$ cat src/rtl/rsna_pkg.sv
// Shared types and constants for the RDS station name assembler.
// Used by the group filter, the name assembly stage and the top level.
`timescale 1ns / 1ps
package rsna_pkg;

	// Field widths of one RDS group and of one result.
	localparam int unsigned BLOCK_W = 16;
	localparam int unsigned CHAR_W = 8;
	localparam int unsigned SEG_N = 4;
	localparam int unsigned NAME_W = 64;

	// Group type code that carries the station name.
	localparam logic [3:0] GROUP_TYPE_NAME = 4'd0;

	// Segment address of the last character pair in the name.
	localparam logic [1:0] SEG_LAST = 2'd3;

	// Stream widths, padded to whole bytes.
	localparam int unsigned IN_TDATA_W = 64;
	localparam int unsigned OUT_TDATA_W = 88;

	// Decoded view of one accepted group, passed to the name stage.
	typedef struct packed {
		logic       changed;
		logic       name_group;
		logic [1:0] seg;
	} grp_info_t;

	typedef logic [0:SEG_N-1][BLOCK_W-1:0] name_t;

endpackage

$ cat src/rtl/rsna_group_filter.sv
// Group filter: tracks the PI code and detects whether a group differs from the last one.
// Depends on rsna_pkg for block widths and the group info struct.
`timescale 1ns / 1ps
module rsna_group_filter (
	input  logic                          clk,
	input  logic                          arst_n,
	input  logic                          accept,
	input  logic [rsna_pkg::BLOCK_W-1:0]  block_a,
	input  logic [rsna_pkg::BLOCK_W-1:0]  block_b,
	input  logic [rsna_pkg::BLOCK_W-1:0]  block_c,
	input  logic [rsna_pkg::BLOCK_W-1:0]  block_d,
	output rsna_pkg::grp_info_t           info,
	output logic [rsna_pkg::BLOCK_W-1:0]  pi_next,
	output logic                          pi_valid_next
);

	logic [rsna_pkg::BLOCK_W-1:0] last_q [0:3];
	logic [rsna_pkg::BLOCK_W-1:0] held_pi_q;
	logic                         held_valid_q;
	logic                         pi_zero;
	logic                         differs;

	// A zero PI compares the group against a cleared copy.
	assign pi_zero = (block_a == '0);
	always_comb begin
		if (pi_zero) begin
			differs = (block_b != '0) || (block_c != '0) || (block_d != '0);
		end else begin
			differs = (last_q[0] != block_a) || (last_q[1] != block_b) ||
				(last_q[2] != block_c) || (last_q[3] != block_d);
		end
	end

	// PI tracking: a repeat confirms, a new code replaces and drops validity.
	always_comb begin
		pi_next = held_pi_q;
		pi_valid_next = held_valid_q;
		if (!pi_zero) begin
			if (held_pi_q == block_a) begin
				pi_valid_next = 1'b1;
			end else begin
				pi_next = block_a;
				pi_valid_next = 1'b0;
			end
		end
	end

	assign info.changed = differs;
	assign info.name_group = (block_b[15:12] == rsna_pkg::GROUP_TYPE_NAME);
	assign info.seg = block_b[1:0];

	// After every transfer the stored copy equals the group just taken.
	always_ff @(posedge clk or negedge arst_n) begin
		if (!arst_n) begin
			last_q[0] <= '0;
			last_q[1] <= '0;
			last_q[2] <= '0;
			last_q[3] <= '0;
			held_pi_q <= '0;
			held_valid_q <= 1'b0;
		end else if (accept) begin
			last_q[0] <= block_a;
			last_q[1] <= block_b;
			last_q[2] <= block_c;
			last_q[3] <= block_d;
			held_pi_q <= pi_next;
			held_valid_q <= pi_valid_next;
		end
	end

endmodule

$ cat src/rtl/rsna_name_asm.sv
// Name assembly: pending, confirmed and published copies of the eight-character name.
// Depends on rsna_pkg for the name type and the group info struct.
`timescale 1ns / 1ps
module rsna_name_asm (
	input  logic                          clk,
	input  logic                          arst_n,
	input  logic                          accept,
	input  rsna_pkg::grp_info_t           info,
	input  logic [rsna_pkg::BLOCK_W-1:0]  chars,
	output logic [rsna_pkg::NAME_W-1:0]   name_next,
	output logic                          updated
);

	rsna_pkg::name_t pend_q;
	rsna_pkg::name_t conf_q;
	rsna_pkg::name_t pub_q;
	rsna_pkg::name_t pend_next;
	rsna_pkg::name_t conf_next;
	rsna_pkg::name_t pub_next;
	logic [rsna_pkg::BLOCK_W-1:0] pend_pair;
	logic decode;
	logic match;
	logic both_differ;

	assign decode = info.changed && info.name_group;
	assign pend_pair = pend_q[info.seg];
	assign match = (pend_pair == chars);
	assign both_differ = (pend_pair[15:8] != chars[15:8]) && (pend_pair[7:0] != chars[7:0]);

	// Confirm on a repeat, replace the pending pair only when both characters are new.
	always_comb begin
		pend_next = pend_q;
		conf_next = conf_q;
		pub_next = pub_q;
		updated = 1'b0;
		if (decode) begin
			if (match) begin
				conf_next[info.seg] = chars;
				if (info.seg == rsna_pkg::SEG_LAST && conf_next != pub_q) begin
					pub_next = conf_next;
					updated = 1'b1;
				end
			end
			if (both_differ) begin
				pend_next[info.seg] = chars;
			end
		end
	end

	assign name_next = pub_next;

	always_ff @(posedge clk or negedge arst_n) begin
		if (!arst_n) begin
			pend_q <= '0;
			conf_q <= '0;
			pub_q <= '0;
		end else if (accept) begin
			pend_q <= pend_next;
			conf_q <= conf_next;
			pub_q <= pub_next;
		end
	end

endmodule

$ cat src/rtl/rds_station_name_assembler_core.sv
// Top level of the RDS station name assembler: input handshake and result register.
// Depends on rsna_pkg, rsna_group_filter and rsna_name_asm.
`timescale 1ns / 1ps
// Usage:
// The slave stream carries one RDS group per transfer: block_a in the low 16 bits
// of s_tdata, then block_b, block_c and block_d. Each group yields exactly one
// result on the master stream: held PI code, PI valid flag, published station
// name, a flag for a name update and a flag for a changed group.
// The result of a group is in the result register in the cycle after its transfer.
// The block takes one group per cycle while the receiver takes results; the only
// limit is the result register, which can be refilled in the same cycle it is taken.
// When the receiver stalls, the result register holds and s_tready falls, so no
// further group is taken until the pending result leaves.
// Reset clears the stored group, the PI state and all name copies to zero and
// empties the result register.
module rds_station_name_assembler_core (
	input  logic                                 clk,
	input  logic                                 arst_n,
	input  logic                                 s_tvalid,
	output logic                                 s_tready,
	// block_a[15:0], block_b[31:16], block_c[47:32], block_d[63:48]
	input  logic [rsna_pkg::IN_TDATA_W-1:0]      s_tdata,
	output logic                                 m_tvalid,
	input  logic                                 m_tready,
	// pi_code[15:0], pi_valid[16], ps_name[80:17], name_updated[81],
	// group_changed[82], zero[87:83]
	output logic [rsna_pkg::OUT_TDATA_W-1:0]     m_tdata
);

	logic accept;
	rsna_pkg::grp_info_t info;
	logic [rsna_pkg::BLOCK_W-1:0] pi_next;
	logic pi_valid_next;
	logic [rsna_pkg::NAME_W-1:0] name_next;
	logic updated;
	logic out_valid_q;
	logic [rsna_pkg::OUT_TDATA_W-1:0] out_data_q;

	// A group is taken whenever the result register is empty or being drained.
	assign s_tready = !out_valid_q || m_tready;
	assign accept = s_tvalid && s_tready;

	rsna_group_filter u_filter (
		.clk           (clk),
		.arst_n        (arst_n),
		.accept        (accept),
		.block_a       (s_tdata[15:0]),
		.block_b       (s_tdata[31:16]),
		.block_c       (s_tdata[47:32]),
		.block_d       (s_tdata[63:48]),
		.info          (info),
		.pi_next       (pi_next),
		.pi_valid_next (pi_valid_next)
	);

	rsna_name_asm u_name (
		.clk       (clk),
		.arst_n    (arst_n),
		.accept    (accept),
		.info      (info),
		.chars     (s_tdata[63:48]),
		.name_next (name_next),
		.updated   (updated)
	);

	// Result register valid flag.
	always_ff @(posedge clk or negedge arst_n) begin
		if (!arst_n) begin
			out_valid_q <= 1'b0;
		end else if (s_tready) begin
			out_valid_q <= s_tvalid;
		end
	end

	// Result register payload.
	always_ff @(posedge clk) begin
		if (accept) begin
			out_data_q <= {5'b0, info.changed, updated, name_next, pi_valid_next, pi_next};
		end
	end

	assign m_tvalid = out_valid_q;
	assign m_tdata = out_data_q;

`ifndef SYNTH
	// Every transfer in leaves a result in the register at the next edge.
	a_result_follows: assert property (@(posedge clk) disable iff (!arst_n)
		(s_tvalid && s_tready) |=> m_tvalid)
		else $error("accepted group produced no result");

	// The name can change only on a group that differs from the last one.
	a_update_needs_change: assert property (@(posedge clk) disable iff (!arst_n)
		(m_tvalid && m_tdata[81]) |-> m_tdata[82])
		else $error("name updated on an unchanged group");

	// A valid PI is never the zero code.
	a_pi_valid_nonzero: assert property (@(posedge clk) disable iff (!arst_n)
		(m_tvalid && m_tdata[16]) |-> (m_tdata[15:0] != 16'h0000))
		else $error("PI marked valid with zero code");
`endif

endmodule
$ cat config.mk
export PLATFORM = sky130hd
export DESIGN_NAME = rds_station_name_assembler_core
export DESIGN_NICKNAME = d
export VERILOG_FILES = /design/src/rtl/rsna_pkg.sv /design/src/rtl/rsna_group_filter.sv /design/src/rtl/rsna_name_asm.sv /design/src/rtl/rds_station_name_assembler_core.sv
export SDC_FILE = /design/constraint.sdc
export NUM_CORES = 1
export LEC_CHECK = 0
export BUFFER_PORTS_ARGS = -buffer_cell sky130_fd_sc_hd__buf_2
export CAP_MARGIN = 20
export CORE_MARGIN = 8
export CORE_UTILIZATION = 47
export DETAILED_ROUTE_END_ITERATION = 10
export MAX_ROUTING_LAYER = met4
export PLACE_DENSITY = 0.69
export RECOVER_POWER = 25
export SYNTH_ARGS = -nofsm -noshare
export SYNTH_HDL_FRONTEND = slang
export SYNTH_HIERARCHICAL = 1
export SYNTH_SLANG_ARGS = --single-unit
$ cat constraint.sdc
create_clock -name clk -period 6.45 [get_ports clk]
set_input_delay 0.645 -clock clk [delete_from_list [all_inputs] [get_ports clk]]
set_output_delay 0.645 -clock clk [all_outputs]
set_load 0.02 [all_outputs]
==> results.md <==
- Fin area: 20,600 um^2
- Placed cell count: a little over 2,000
- Max Root-Sink Buffers: 3
- Power Density: 265 nW/um^2
- Hold Slack: ~320 ps
- Utilization of the core after routing: 0.538
- Htree depth: 2
- CTS Sinks: between 300 and 400
- Fin cells: about 2,100
- Worst-case reg-to-reg path depth: 7
- Total gr overflow: 0
- Area leader, netlist: dfrtp_1
- Met1 Use GR: 0.302
- CORE AREA: ~38,000 um^2
- Inserted Clock Buffers: 38
- Synthesized area per cell: roughly 13 um^2
- M3 GR Usage: 0.0358
- Clock Latency Late Sink: about 540 ps
- Gate Count Post-Synth: 1,452
- CTS resizes: 0
- FP Rows: about 70
- Synth warn: 6
- Layout Nets: ~1,600
- Max IR drop VDD: between 0.0001 and 0.00015 V
- Status: complete, but fails checks
- Crit-path max FO: 39
- Synth cell types: between 70 and 80
- Synth top cells by count: 289 x mux2_2, 274 x dfrtp_1, 91 x nand2_1, 86 x xnor2_1, 83 x edfxtp_1
- Pin count of the biggest net entering global routing: 80
- Vias/cell: 5.90
- RSZ-0062 raised after global routing: false
- Via count of the first global-routing pass: between 10,000 and 15,000
- Yosys reg bits: 357
- Arr. time, crit path: 5630 ps
- Hold Startpoint: s_tvalid
- Final setup vio count: 0
- Fill count: 3,334
- Worst-path clk slew: 60 ps
- Rel. slew slack: -1.82
- DIE HEIGHT: about 210 um
- Max-slew violation count: 120
- Critical Path End Type: flop
- Cell Area, Synth: 18,200 um^2
- Worst Hold Class: input pin to flop
- Starting density of the core: 0.473
- Setup Skew: around 21 ps
- Worst flop-to-flop path startpoint: m_tvalid
- GR Layer Usage met2: 0.371
- Reg-to-Reg End: u_name/pub_q[10]
- Initial antenna violation count: 1
- WP data required: ~7000 ps
- Number of synthesized flops with an enable pin: between 80 and 90
- Setup bufs post-CTS: 0
- DRT antenna net count: 0
- CTS tree: built
- Synth-to-layout area growth: 13.6%
- Most used routing layer: met2
- Yosys top cell area share: 0.377
- Maxcap violations: 2
- Top post-synthesis cells by area: dfrtp_1 38%, mux2_2 18%, edfxtp_1 14%
- Hold Crit Depth: 2
- Reg-to-reg slack, setup: between 1000 and 1500 ps
- Layout cells sized above 1: 0.352
- Hold Vio Cnt, Final: 0
- Sequential fraction of the synthesis area: 0.515
- Via count: ~13,000
- Die area: roughly 45,000 um^2
- I/O pins: 158
- Detailed Route WL: 51,800 um
- Fmax: 192 MHz
- Die X: 213 um
- PortBufs: around 150
- Slew @ Worst Pin: about 4200 ps
- DP HPWL: 35,400 um
- Tcrit/Tclk final: 0.809
- Setup crit start kind: flop
- Most numerous cell in the Yosys netlist: mux2_2
- Most common flop cell mapped by yosys: dfrtp_1
- Synth async-reset ratio: 0.768
- Post-Place Cell Area: ~19,000 um^2
- Failing checks: max-capacitance violations, max-slew violations
- WS Path Type: flop to flop
- Drt first pass iters: 6
- Root Buffer: clkbuf_16
- Fin crit period: 5220 ps
- Wire length of the first global-routing pass: a little under 80,000 um
- DRC errors left: 0
- Setup TNS: 0 ps
- Global placer's final weighted congestion: slightly below 1
- Leak: between 8 and 9 nW
- Worst hold endpoint: m_tvalid
- Gr usage total: 0.234
- Drt initial violations: between 1,000 and 1,500
- Routed WL per cell: roughly 24 um
- Number of hold buffers added after cts: 0
## report_power, final
| group | internal [mW] | leakage (nW) | total (mW) | switching, mW |
|---|---|---|---|---|
| clock network | 1.41 | 0.657 | 2.32 | 0.909 |
| registers | 2.46 | 4.38 | 2.54 | 0.0810 |
| logic | 0.258 | 3.92 | 0.606 | 0.348 |
## per-stage QoR
step,worst slack [ps],total power [mW]
floorplan,2850,2.95
global placement,1520,3.16
detailed placement,1510,3.18
CTS,2050,5.51
global route,954,5.66
finish,1230,5.46
## cell type report
class	instances	area, um^2	share of cell area
Tap cell	518	648	0.0314
Multi-Input combinational cell	946	8130	0.394
Inverter	53	199	0.00964
Timing Repair Buffer	179	975	0.0472
Sequential cell	357	9350	0.453
Antenna cell	1	2.50	0.000121
Clock buffer	53	1110	0.0537
Clock inverter	15	228	0.0110
## worst max-delay path by stage
stage                 from          endpoint  slack [ps]  cells after the start
2_1_floorplan  s_tdata[17]       m_tdata[33]        2850                     13
6_report          m_tvalid  u_name/pub_q[10]        1230                      7
3_3_place_gp   s_tdata[17]       m_tdata[38]        1520                     12
3_5_place_dp   s_tdata[17]       m_tdata[38]        1510                     12
5_1_grt           m_tvalid   u_name/pub_q[0]         950                      7
4_1_cts        s_tdata[16]  u_name/pub_q[10]        2050                     10
## kinds of logic after synthesis
logic type,Yosys count,share of synthesized area
AO/OA/AOI/OAI,158,0.0620
XOR/XNOR,141,0.0680
buffers and inverters,153,0.0392
flip-flops,357,0.515
multiplexers,362,0.231
other,1,0.000206
AND/OR/NAND/NOR,280,0.0847
## flip-flops by register name, indices dropped and copies added, names as in the netlist
name	count
m_tdata	83
u_filter/last_q	64
u_name/conf_q	64
u_name/pend_q	64
u_name/pub_q	64
u_filter/held_pi_q	16
m_tvalid	1
u_filter/held_valid_q	1
## critical path: stages, from the launching register on
cell and delay (ps):
dfrtp_1 400, nand2b_2 90, and2_0 1770, nand3_1 780, or3_4 700, a21oi_4 540, buf_4 380, mux2_2 380
## metal layers
layer | part of all wire | vias to the layer above | routed length [um]
met1 | 0.42 | 6353 | 21800
met3 | 0.067 | 126 | 3460
li1 | - | 5527 | -
met4 | 0.037 | 0 | 1920
met2 | 0.48 | 509 | 24600
met5 | 0 | - | 0
## cell usage in the layout (no fill, tap or decap), types with 26 or more instances in the layout
| master | instances |
|---|---|
| xor2_1 | 55 |
| o21ai_0 | 37 |
| xnor2_1 | 86 |
| nand2_1 | 91 |
| clkbuf_16 | 39 |
| nor2_1 | 27 |
| inv_1 | 52 |
| edfxtp_1 | 83 |
| dfrtp_1 | 274 |
| mux2i_1 | 44 |
| buf_2 | 151 |
| buf_4 | 26 |
| nor4_1 | 49 |
| mux2_2 | 289 |
No activity file was read; power rests on OpenSTA's default activity.
